`config.mk`:
```
export PLATFORM = sky130hd
export DESIGN_NAME = btpc_pipe_ctrl
export DESIGN_NICKNAME = d
export VERILOG_FILES = /design/src/design/btpc_pkg.sv /design/src/design/btpc_pipe_ctrl.sv
export SDC_FILE = /design/constraint.sdc
export NUM_CORES = 1
export LEC_CHECK = 0
export BUFFER_PORTS_ARGS = -buffer_cell sky130_fd_sc_hd__buf_2
export CAP_MARGIN = 15
export CORE_AREA = 4 4 45 47
export CTS_CLUSTER_DIAMETER = 60
export CTS_CLUSTER_SIZE = 16
export DETAILED_ROUTE_END_ITERATION = 10
export DIE_AREA = 0 0 49 51
export GPL_ROUTABILITY_DRIVEN = 0
export PLACE_DENSITY = 0.75
export SLEW_MARGIN = 20
export SYNTH_ARGS = -nofsm -noshare
export SYNTH_HDL_FRONTEND = slang
export SYNTH_SLANG_ARGS = --single-unit
export TNS_END_PERCENT = 1
```
`constraint.sdc`:
```
create_clock -name clk -period 3.3 [get_ports clk]
set_input_delay 0.66 -clock clk [delete_from_list [all_inputs] [get_ports clk]]
set_output_delay 0.66 -clock clk [all_outputs]
set_load 0.1 [all_outputs]
```
`src/design/btpc_pkg.sv`:
```
// Shared types, constants and helper functions for the barometer compensation block.
// Used by every module of the block except btpc_mul64; depends on nothing else.
`default_nettype none

package btpc_pkg;

    localparam int NSTAGE = 15;
    localparam int ADDR_W = 5;
    localparam int DATA_W = 64;

    localparam logic [1:0] REG_TEMP    = 2'd0;
    localparam logic [1:0] REG_PRESS_A = 2'd1;
    localparam logic [1:0] REG_PRESS_B = 2'd2;
    localparam logic [1:0] REG_PRESS_C = 2'd3;

    typedef struct packed {
        logic [23:0] raw_temperature;
        logic [23:0] raw_pressure;
    } in_item_t;

    typedef struct packed {
        logic signed [15:0] temperature_centideg;
        logic [31:0]        pressure_centipascal;
    } out_item_t;

    typedef struct packed {
        logic [39:0] temp_coeffs;
        logic [47:0] press_coeffs_a;
        logic [47:0] press_coeffs_b;
        logic [31:0] press_coeffs_c;
    } cfg_t;

    typedef struct packed {
        logic [NSTAGE:1] en;
        logic [NSTAGE:1] valid;
    } pipe_ctrl_t;

    // Signed division by a power of two, rounding toward zero.
    function automatic logic [63:0] sdiv(input logic [63:0] x, input logic [5:0] sh);
        logic [63:0] bias;
        bias = x[63] ? ((64'd1 << sh) - 64'd1) : 64'd0;
        return $unsigned($signed(x + bias) >>> sh);
    endfunction

endpackage

`default_nettype wire

```
`src/design/btpc_pipe_ctrl.sv`:
```
// Valid bits and per-stage load enables of the compensation pipeline.
// Depends on btpc_pkg for the stage count and the control struct.
`default_nettype none

module btpc_pipe_ctrl
    import btpc_pkg::*;
(
    input  logic       clk,
    input  logic       rst_n,
    input  logic       in_valid,
    input  logic       out_stall,
    output logic       in_stall,
    output pipe_ctrl_t ctrl
);

    logic [NSTAGE:1] valid_reg;
    logic [NSTAGE:1] en;

    always_comb
    begin
        en[NSTAGE] = !valid_reg[NSTAGE] || !out_stall;
        for (int k = NSTAGE - 1; k >= 1; k--)
        begin
            en[k] = !valid_reg[k] || en[k+1];
        end
    end

    always_ff @(posedge clk or negedge rst_n)
    begin
        if (!rst_n)
        begin
            valid_reg <= '0;
        end
        else
        begin
            if (en[1])
            begin
                valid_reg[1] <= in_valid;
            end
            for (int k = 2; k <= NSTAGE; k++)
            begin
                if (en[k])
                begin
                    valid_reg[k] <= valid_reg[k-1];
                end
            end
        end
    end

    assign in_stall   = !en[1];
    assign ctrl.en    = en;
    assign ctrl.valid = valid_reg;

`ifndef SYNTHESIS
    a_accept_enters: assert property (@(posedge clk) disable iff (!rst_n)
        (in_valid && !in_stall) |=> valid_reg[1])
        else $error("Accepted transaction did not enter the first stage.");

    a_last_moves: assert property (@(posedge clk) disable iff (!rst_n)
        (valid_reg[NSTAGE-1] && !out_stall) |=> valid_reg[NSTAGE])
        else $error("Transaction lost before the output stage.");

    a_free_flow: assert property (@(posedge clk) disable iff (!rst_n)
        !out_stall |-> !in_stall)
        else $error("Input stalled although the output is free.");
`endif

endmodule

`default_nettype wire

```
==> summary.md <==
| Metric | Value |
|---|---|
| Outcome | `finished, final reports clean` |
| HP Class | `in2async` |
| Mean Syn Cell Area | `~11 µm²` |
| Crit start category | `register` |
| Prevailing post-synth register cell | `dfrtp_1` |
| Port Buffers | `34` |
| Post-DP HPWL | `about 1200 µm` |
| Sequential cell area fraction in the yosys report | `0.544` |
| Max FFs per register | `15` |
| CP endpoint kind | `output port` |
| Fillers | `162` |
| DIE AREA | `0.00250 mm²` |
| Register bit total from synthesis | `15` |
| Largest net degree at the start of global routing | `16` |
| CTS tree | `yes` |
| Via count | `599` |
| Worst-Margin Slew | `0.497 ns` |
| Post-synth top cells | `15 x dfrtp_1, 7 x nand2_1, 5 x nand3_1` |
| Req. time, crit path | `2.64 ns` |
| Leak Pwr | `0.409 nW` |
| Share of layout cells above drive strength 1 | `0.573` |
| H-tree level count | `1` |
| Longest Clk Path Bufs | `2` |
| # resized after CTS | `0` |
| Syn Nets | `64` |
| Power per cell area | `between 800 and 900 mW/mm²` |
| Worst Path Arrival | `slightly below 2 ns` |
| Mapped Cells | `60` |
| Storage element area | `382 µm²` |
| Die height | `51 µm` |
| Clk_skew | `between 0.0015 and 0.002 ns` |
| Worst VDD drop | `0.626 mV` |
| # hold bufs at CTS | `0` |
| Starting Density | `0.417` |
| Area contributors post-synth | `dfrtp_1 54%, nand2_1 3.8%, a31o_2 3.8%` |
| Rows | `15` |
| Setup TNS | `0 ns` |
| Core ar. | `roughly 0.0017 mm²` |
| DIE WIDTH | `49 µm` |
| Max-slew violation count | `0` |
| Final hold vios | `0` |
| Clock Sink Count | `15` |
| Clk_lat worst skew | `0.28 ns` |
| Most common cell in the netlist | `dfrtp_1` |
| Drt first pass iters | `4` |
| Nets | `101` |
| Period utilization | `0.794` |
| Num CTS Buffers | `3` |
| Drt wl/cell | `13.5 µm` |
| DR iter-0 viols | `8` |
| YS warnings | `0` |
| CP max FO | `7` |
| Post-synth top area cell | `dfrtp_1` |
| Async S/R FF share, synth | `1.00` |
| Max transition margin | `0.671` |
| RSZ-0062 raised after global routing | `false` |
| Setup CP Type | `reg2out` |
| Post-synth top area share | `0.544` |
| Via density | `5.30` |
| Post-route DRC violation count | `0` |
| Post-Syn Area | `689 µm²` |
| Root Driver | `clkbuf_4` |
| Ant. Diodes | `0` |
| WL final | `1530 µm` |
| Clock transition at path regs | `0.08 ns` |
| Global-route wire length before repair | `2850 µm` |
| Num ports | `35` |
| Max-cap violations | `0` |
| Final total power | `~0.00076 W` |
| Area Growth Syn to Fin | `32.5%` |
| Distinct cells, synth | `23` |
| Final setup viols | `0` |
| Multi-input gate area | `299 µm²` |
| Initial antenna violation count | `0` |
| EDFF count, synth | `0` |
| Vias in the first global route | `between 600 and 700` |
| Highest Clock Rate | `382 MHz` |
| Tmin final | `2.62 ns` |
| GRT Total Usage | `0.148` |
| # Post-CTS Setup Buffers | `0` |
| Grt total ovfl | `0` |
| ANT nets after route | `0` |
==> where the power goes <==
group	internal, W	switching, W	leakage (nW)
Combinational	0.0000564	0.000366	0.229
Clock	0.0000469	0.0000561	0.0150
Sequential	0.000208	0.0000312	0.165
==> per-stage QoR <==
stage | area [µm²] | hold slack [ns] | utilization | setup WS [ns] | cells
after floorplan | 711 | 0.364 | - | 0.00806 | 60
final | 913 | 0.263 | 0.553 | 0.679 | 113
after detailed placement | 887 | 0.473 | 0.537 | 0.824 | 109
after global routing | 913 | 0.272 | 0.553 | 0.518 | 113
after CTS | 913 | 0.270 | 0.553 | 0.661 | 113
after global placement | 887 | 0.469 | 0.537 | 0.832 | 109
==> worst max-delay path, cell delays in order, from the launching register on <==
cell	delay (ns)
dfrtp_1	0.45
and3_1	0.32
nand3_2	0.14
or4_1	0.47
buf_2	0.30
==> kinds of logic (layout without fill, tap and decap cells) <==
kind of cell    Yosys count  after routing  share of synthesized area
compound gates            9              9                      0.114
flops                    15             15                      0.544
simple gates             30             30                      0.298
buf+inv                   6             42                     0.0435
==> final cells by class <==
class,count,area share
well taps,17,0.0233
multi-input cells,39,0.327
clock buffers,4,0.0288
repair buffers,34,0.186
inverters,4,0.0164
flip-flops and latches,15,0.418
==> layer usage <==
metal,global-route usage,vias up,routed length [µm]
li1,-,288,-
met1,0.182,286,637
met2,0.213,22,739
met3,0.0554,3,124
met4,0.103,0,25
met5,0,-,0
==> cells in the final DEF (no fill, tap or decap), types with 2 or more instances in the layout <==
| cell type | instances |
|---|---|
| nand2b_1 | 2 |
| dfrtp_2 | 2 |
| nor4_4 | 2 |
| nand4_1 | 3 |
| or2_2 | 3 |
| a21o_1 | 3 |
| dfrtp_1 | 12 |
| inv_1 | 4 |
| a31o_2 | 3 |
| nand3_1 | 5 |
| nand2_1 | 7 |
| buf_2 | 34 |
| clkbuf_4 | 3 |
==> path summary, 6_finish.rpt <==
| path | start | end | slack, ns | depth (start not counted) |
|---|---|---|---|---|
| worst max-delay path | valid_reg[5] | ctrl[15] | 0.68 | 4 |
| worst min-delay path | rst_n | valid_reg[8] | 0.26 | 1 |
| worst max register to register | valid_reg[9] | valid_reg[1] | 2.00 | 3 |
| min in group clk | valid_reg[3] | valid_reg[4] | 0.49 | 1 |
| max in group asynchronous | rst_n | valid_reg[15] | 2.76 | 1 |
| worst min register to register | valid_reg[3] | valid_reg[4] | 0.49 | 1 |
No activity file was read; power rests on OpenSTA's default activity.
