$ cat src/design/btpc_pkg.sv
// Shared types, constants and helper functions for the barometer compensation block.
// Used by every module of the block except btpc_mul64; depends on nothing else.
`default_nettype none

package btpc_pkg;

    localparam int NSTAGE = 15;
    localparam int ADDR_W = 5;
    localparam int DATA_W = 64;

    localparam logic [1:0] REG_TEMP    = 2'd0;
    localparam logic [1:0] REG_PRESS_A = 2'd1;
    localparam logic [1:0] REG_PRESS_B = 2'd2;
    localparam logic [1:0] REG_PRESS_C = 2'd3;

    typedef struct packed {
        logic [23:0] raw_temperature;
        logic [23:0] raw_pressure;
    } in_item_t;

    typedef struct packed {
        logic signed [15:0] temperature_centideg;
        logic [31:0]        pressure_centipascal;
    } out_item_t;

    typedef struct packed {
        logic [39:0] temp_coeffs;
        logic [47:0] press_coeffs_a;
        logic [47:0] press_coeffs_b;
        logic [31:0] press_coeffs_c;
    } cfg_t;

    typedef struct packed {
        logic [NSTAGE:1] en;
        logic [NSTAGE:1] valid;
    } pipe_ctrl_t;

    // Signed division by a power of two, rounding toward zero.
    function automatic logic [63:0] sdiv(input logic [63:0] x, input logic [5:0] sh);
        logic [63:0] bias;
        bias = x[63] ? ((64'd1 << sh) - 64'd1) : 64'd0;
        return $unsigned($signed(x + bias) >>> sh);
    endfunction

endpackage

`default_nettype wire

$ cat src/design/btpc_regs.sv
// APB-style register file holding the four calibration coefficient registers.
// Depends on btpc_pkg for the register layout and address constants.
`default_nettype none

module btpc_regs
    import btpc_pkg::*;
(
    input  logic              clk,
    input  logic              rst_n,
    input  logic              psel,
    input  logic              penable,
    input  logic              pwrite,
    input  logic [ADDR_W-1:0] paddr,
    input  logic [DATA_W-1:0] pwdata,
    output logic [DATA_W-1:0] prdata,
    output logic              pready,
    output cfg_t              cfg
);

    cfg_t       cfg_reg;
    logic       wr_en;
    logic [1:0] idx;

    assign pready = 1'b1;
    assign wr_en  = psel & penable & pwrite;
    assign idx    = paddr[4:3];

    always_ff @(posedge clk or negedge rst_n)
    begin
        if (!rst_n)
        begin
            cfg_reg <= '0;
        end
        else if (wr_en)
        begin
            case (idx)
                REG_TEMP:    cfg_reg.temp_coeffs    <= pwdata[39:0];
                REG_PRESS_A: cfg_reg.press_coeffs_a <= pwdata[47:0];
                REG_PRESS_B: cfg_reg.press_coeffs_b <= pwdata[47:0];
                REG_PRESS_C: cfg_reg.press_coeffs_c <= pwdata[31:0];
                default:     cfg_reg <= cfg_reg;
            endcase
        end
    end

    always_comb
    begin
        case (idx)
            REG_TEMP:    prdata = 64'(cfg_reg.temp_coeffs);
            REG_PRESS_A: prdata = 64'(cfg_reg.press_coeffs_a);
            REG_PRESS_B: prdata = 64'(cfg_reg.press_coeffs_b);
            REG_PRESS_C: prdata = 64'(cfg_reg.press_coeffs_c);
            default:     prdata = '0;
        endcase
    end

    assign cfg = cfg_reg;

endmodule

`default_nettype wire

$ cat config.mk
export PLATFORM = sky130hd
export DESIGN_NAME = btpc_regs
export DESIGN_NICKNAME = d
export VERILOG_FILES = /design/src/design/btpc_pkg.sv /design/src/design/btpc_regs.sv
export SDC_FILE = /design/constraint.sdc
export NUM_CORES = 1
export LEC_CHECK = 0
export BUFFER_PORTS_ARGS = -buffer_cell sky130_fd_sc_hd__buf_2
export CAP_MARGIN = 10
export CORE_UTILIZATION = 52
export CTS_CLUSTER_DIAMETER = 50
export DETAILED_ROUTE_END_ITERATION = 7
export PLACE_DENSITY = 0.85
export REMOVE_ABC_BUFFERS = 1
export SYNTH_ARGS = -nofsm -noshare
export SYNTH_HDL_FRONTEND = slang
export SYNTH_SLANG_ARGS = --single-unit
$ cat constraint.sdc
create_clock -name clk -period 1.8 [get_ports clk]
set_input_delay 0.18 -clock clk [delete_from_list [all_inputs] [get_ports clk]]
set_output_delay 0.18 -clock clk [all_outputs]
set_load 0.005 [all_outputs]
==> results of run 1 <==
worst max-delay path, stage by stage:
cell	delay, ns
buf_2	0.29
buf_4	0.32
mux4_2	0.54
buf_2	0.14
worst paths after layout:
check	slack (ns)	startpoint	endpoint	cells after the start
max	0.14	paddr[3]	prdata[19]	4
min	0.02	pwdata[34]	cfg[114]	2
max reg2reg	0.98	cfg[76]	cfg[76]	1
min reg2reg	0.53	cfg[13]	cfg[13]	1
max in group asynchronous	0.83	rst_n	cfg[38]	3
min in group asynchronous	0.32	rst_n	cfg[88]	2
placed cells by master, fill, tap and decap left out, types with 13 or more instances in the layout:
master / n
mux2_2: 146
mux2_4: 20
conb_1: 17
dfrtp_1: 168
buf_2: 269
mux4_2: 32
buf_4: 13
clkbuf_16: 17
logic make-up (layout without fill, tap and decap cells):
| group | count (synthesis) | after routing | synth area share |
|---|---|---|---|
| AOI/OAI and AO/OA | 16 | 16 | 0.0147 |
| buffers and inverters | 48 | 328 | 0.0423 |
| DFF | 168 | 168 | 0.562 |
| muxes | 208 | 208 | 0.370 |
| other | 2 | 17 | 0.00100 |
| and+or+nand+nor | 16 | 16 | 0.0104 |
per-layer routing:
layer / GRT usage / part of all wire
met3: 0.0632 / 0.071
met2: 0.436 / 0.53
met1: 0.308 / 0.38
met5: 0 / 0
met4: 0.113 / 0.025
layout make-up:
class	instances	area, um^2
Clock inverter	9	116
Clock buffer	23	478
Multi-Input combinational cell	257	3030
Timing Repair Buffer	295	1650
Sequential cell	168	4200
Tap cell	180	225
Fill cell	913	4230
Inverter	1	3.75
power by group:
part           total, mW  switching (mW)  internal (mW)
clock               3.61            1.44           2.17
sequential          5.37           0.702           4.66
combinational       3.02            1.17           1.85
total               12.0            3.31           8.68
repair_timing:
| action | in CTS | in global routing |
|---|---|---|
| buffers inserted | 0 | 0 |
| hold buffers | 5 | 0 |
| hold endpoints to repair | 51 | 0 |
==> impl_metrics.tcl, run 1 <==
set metrics [dict create \
    synth_flop_cell "dfrtp_1" \
    vias_per_cell 5.56 \
    rows 43 \
    synth_edf_count 0 \
    die_area_um2 14900 \
    largest_reg_flops 168 \
    drc 0 \
    ios 307 \
    dp_hpwl_um 13000 \
    dieWidth_um 122 \
    dpl_cell_area_um2 9060 \
    synthCells 458 \
    rsz0062_at_grt "false" \
    cp-end-kind "output port" \
    place_congestion 0.820 \
    yosys_warnings 0 \
    ant_nets 0 \
    wl_per_cell_um 20.1 \
    fp.dieH_um 122 \
    p_total_mw 12.0 \
    synth_seq_cells 168 \
    slew_viol_final 0 \
    fin_crit_sh 0.923 \
    grtUsageTotal 0.257 \
    netlist_area_um2 7480 \
    dr.first_iter.drc_count 229 \
    antenna_found_initial 0 \
    powerDensity_nw_per_um2 1240 \
    clock_latency_ns 0.41 \
    area_growth_pct 29.7 \
    ctsResizeCount 0 \
    cts_inserted_buffers 17 \
    tightest_slew_ns 0.615 \
    setup_viol 0 \
    path_clk_slew_ns 0.07 \
    grt_pass1_vias 5325 \
    hold_class "input port to flip-flop" \
    crit_required_ns 1.62 \
    syn_avg_cell_area_um2 16.3 \
    cts_tree "yes" \
    peakVddDrop_uv 685 \
    drt-total-wl_um 18800 \
    fin_ws_ns 0.138 \
    finalSetupTns_ns 0 \
    cp_max_fo 11 \
    min_period_ns 1.66 \
    synth_common_cells "dfrtp_1 (168), mux2_2 (146), mux4_2 (32), mux2_4 (20), buf_4 (19)" \
    start_kind "input port" \
    grt_overflow 0 \
    fin_util 0.696 \
    cp.arrival_ns 1.48 \
    async_reset_ff_frac 1.00 \
    synth.most_common_cell "dfrtp_1" \
    holdWs_ns 0.0224 \
    io_buffers 270 \
    grt_max_degree 53 \
    stdcell_count 933 \
    root_buffer "clkbuf_16" \
    fmax_ghz 0.602 \
    dp.cells 896 \
    firstDrtPassIters 4 \
    synth_area_leaders "dfrtp_1 (56%), mux2_2 (22%), mux4_2 (9.6%)" \
    hold_violations 0 \
    status "complete, no violations" \
    grt_pass1_wl_um 28800 \
    path_class "input port to output port" \
    dpl_worst_slack_ns 0.133 \
    clock-sinks 168 \
    final_net_count 814 \
    num_vias 5188 \
    p_leak_nw 4.86 \
    maxCapViolCount 0 \
    skew_ns 0 \
    final_cell_area_um2 9700 \
    ys_types 22 \
    start_util 0.537 \
    layout-drive-gt1-share 0.693 \
    cts_max_path_buffers 2 \
    yosys.area.top_type "dfrtp_1" \
    antenna_cells 0 \
    htree_levels 4 \
    synth_top_area_frac 0.562 \
    ys_seq_area_frac 0.562 \
    core_um2 13900 \
    relSlewSlack 0.588 \
]
No activity file was read; power rests on OpenSTA's default activity.
==> run 2: changes to the inputs <==
Settings changed: CORE_UTILIZATION 52 to 44, PLACE_DENSITY 0.85 to 0.77.
Clock period 1.8 ns to 1.5 ns, I/O delays scaled along.
==> run 2 against run 1 <==
  * Die area up 18%
  * Cell count up 20%
  * Wire length up 14%
  * Register-to-register slack worse by 0.52 ns
  * Combinational power up 63%
  * The flow now finishes with violations (negative setup slack)
  * Sequential share of layout area down 5.2 points
  * Critical path depth down 2
  * Worst hold slack worse by 0.0046 ns
==> impl_metrics.tcl, run 2 (synthesis results as in run 1) <==
set metrics [dict create \
    status "finished with violations" \
    failed_checks "negative setup slack" \
    dp.cells 941 \
    clock_latency_ns 0.41 \
    dpl_worst_slack_ns -0.0887 \
    grt_overflow 0 \
    path_class "flip-flop to output port" \
    cp.arrival_ns 1.46 \
    p_total_mw 15.6 \
    num_vias 5834 \
    antenna_cells 0 \
    htree_levels 4 \
    grtUsageTotal 0.245 \
    stdcell_count 1120 \
    rsz0062_at_grt "true" \
    mostFrequentLayoutCell "buf_2" \
    final_cell_mix "buf_2 (264), dfrtp_1 (168), mux2_2 (146), buf_4 (118), dlygate4sd3_1 (42)" \
    layout-drive-gt1-share 0.706 \
    fin_crit_sh 1.07 \
    final_net_count 961 \
    power.combinational.fraction 0.316 \
    dpl_cell_area_um2 9200 \
    io_buffers 270 \
    core_um2 16600 \
    dr.first_iter.drc_count 289 \
    setup_viol 32 \
    rows 47 \
    r2r_slack_ns 0.46 \
    cts_inserted_buffers 17 \
    largest_reg_flops 168 \
    min_period_ns 1.61 \
    grt_pass1_wl_um 33300 \
    path_clk_slew_ns 0.07 \
    hold_violations 0 \
    r2r-end "cfg[135]" \
    p_leak_nw 5.58 \
    cp_max_fo 3 \
    p_seq_frac 0.405 \
    maxCapViolCount 0 \
    powerDensity_nw_per_um2 1410 \
    tightest_slew_ns 0.538 \
    crit_required_ns 1.35 \
    wl_per_cell_um 19.0 \
    clkPwrFrac 0.279 \
    critical_path.startpoint "cfg[47]" \
    fillers 1196 \
    cts_max_path_buffers 2 \
    grt_max_degree 51 \
    cp-end-kind "output port" \
    vias_per_cell 5.21 \
    start_util 0.451 \
    grt_pass1_vias 6260 \
    clock-sinks 168 \
    dieWidth_um 132 \
    skew_ns 0 \
    worstHoldStart "pwdata[14]" \
    antenna_found_initial 0 \
    place_congestion 0.787 \
    drt-total-wl_um 21300 \
    drc 0 \
    reg2reg_depth 3 \
    relSlewSlack 0.642 \
    internal_power_mw 11.2 \
    start_kind "flip-flop" \
    final_cell_area_um2 11000 \
    fmax_ghz 0.622 \
    firstDrtPassIters 6 \
    area_growth_pct 47.4 \
    slew_viol_final 0 \
    endpoint "prdata[15]" \
    peakVddDrop_uv 766 \
    cts_tree "yes" \
    p_switching_mw 4.38 \
    dp_hpwl_um 13700 \
    netSwitchingFraction 0.281 \
    hold_class "input port to flip-flop" \
    fin_ws_ns -0.107 \
    fp.dieH_um 132 \
    die_area_um2 17500 \
    ant_nets 0 \
    rr_startpoint "cfg[135]" \
    root_buffer "clkbuf_16" \
    ios 307 \
]
-- run 2: power by group through the flow --
stage	combinational (mW)	sequential (mW)	clock, mW
floorplan	1.58	6.43	0
global placement	3.54	6.38	0
detailed placement	3.64	6.51	0
CTS	4.56	6.30	4.43
global route	5.28	6.44	4.61
finish	4.92	6.33	4.35
-- run 2: through the flow --
stage	setup TNS, ns	hold slack, ns	utilization
2_1_floorplan	-146.09	-0.146	-
3_3_place_gp	0	0.134	0.555
3_5_place_dp	-0.689	0.145	0.555
4_1_cts	-2.40	0.00206	0.650
5_1_grt	-3.31	0.00816	0.665
6_report	-1.87	0.0178	0.665
-- run 2: how the worst min path moves through the flow --
stage	end	slack, ns	depth (start not counted)
after global routing	cfg[142]	0.008	2
after CTS	cfg[107]	0.002	2
after floorplan	cfg[0]	-0.15	0
final	cfg[46]	0.02	2
after global placement	cfg[125]	0.13	1
after detailed placement	cfg[77]	0.14	1
-- run 2: per-layer routing --
metal / vias up / share of wire / track usage
met5: - / 0 / 0
met4: 0 / 0.029 / 0.105
met3: 50 / 0.065 / 0.0544
met2: 262 / 0.52 / 0.433
met1: 3004 / 0.38 / 0.286
li1: 2518 / - / -
-- run 2: critical path: stages, from the launching register on --
cell and delay (ns):
dfrtp_1 0.40, mux4_2 0.49, buf_2 0.15
-- run 2: layout make-up --
class                           count  area, um^2  area share
Inverter                            1        3.75    0.000340
Sequential cell                   168        4200       0.381
Timing Repair Buffer              442        2930       0.265
Multi-Input combinational cell    257        3030       0.275
Tap cell                          220         275      0.0250
Clock buffer                       19         443      0.0402
Clock inverter                     13         144      0.0130
-- run 2: what timing repair did --
| item | CTS | global route |
|---|---|---|
| pin swaps | 0 | 0 |
| gates cloned | 0 | 0 |
| resized for setup | 1 | 7 |
| endpoints found under the hold margin | 161 | 0 |
| setup endpoints to repair | 40 | 35 |
| setup buffers | 75 | 30 |
| hold buffers | 42 | 0 |
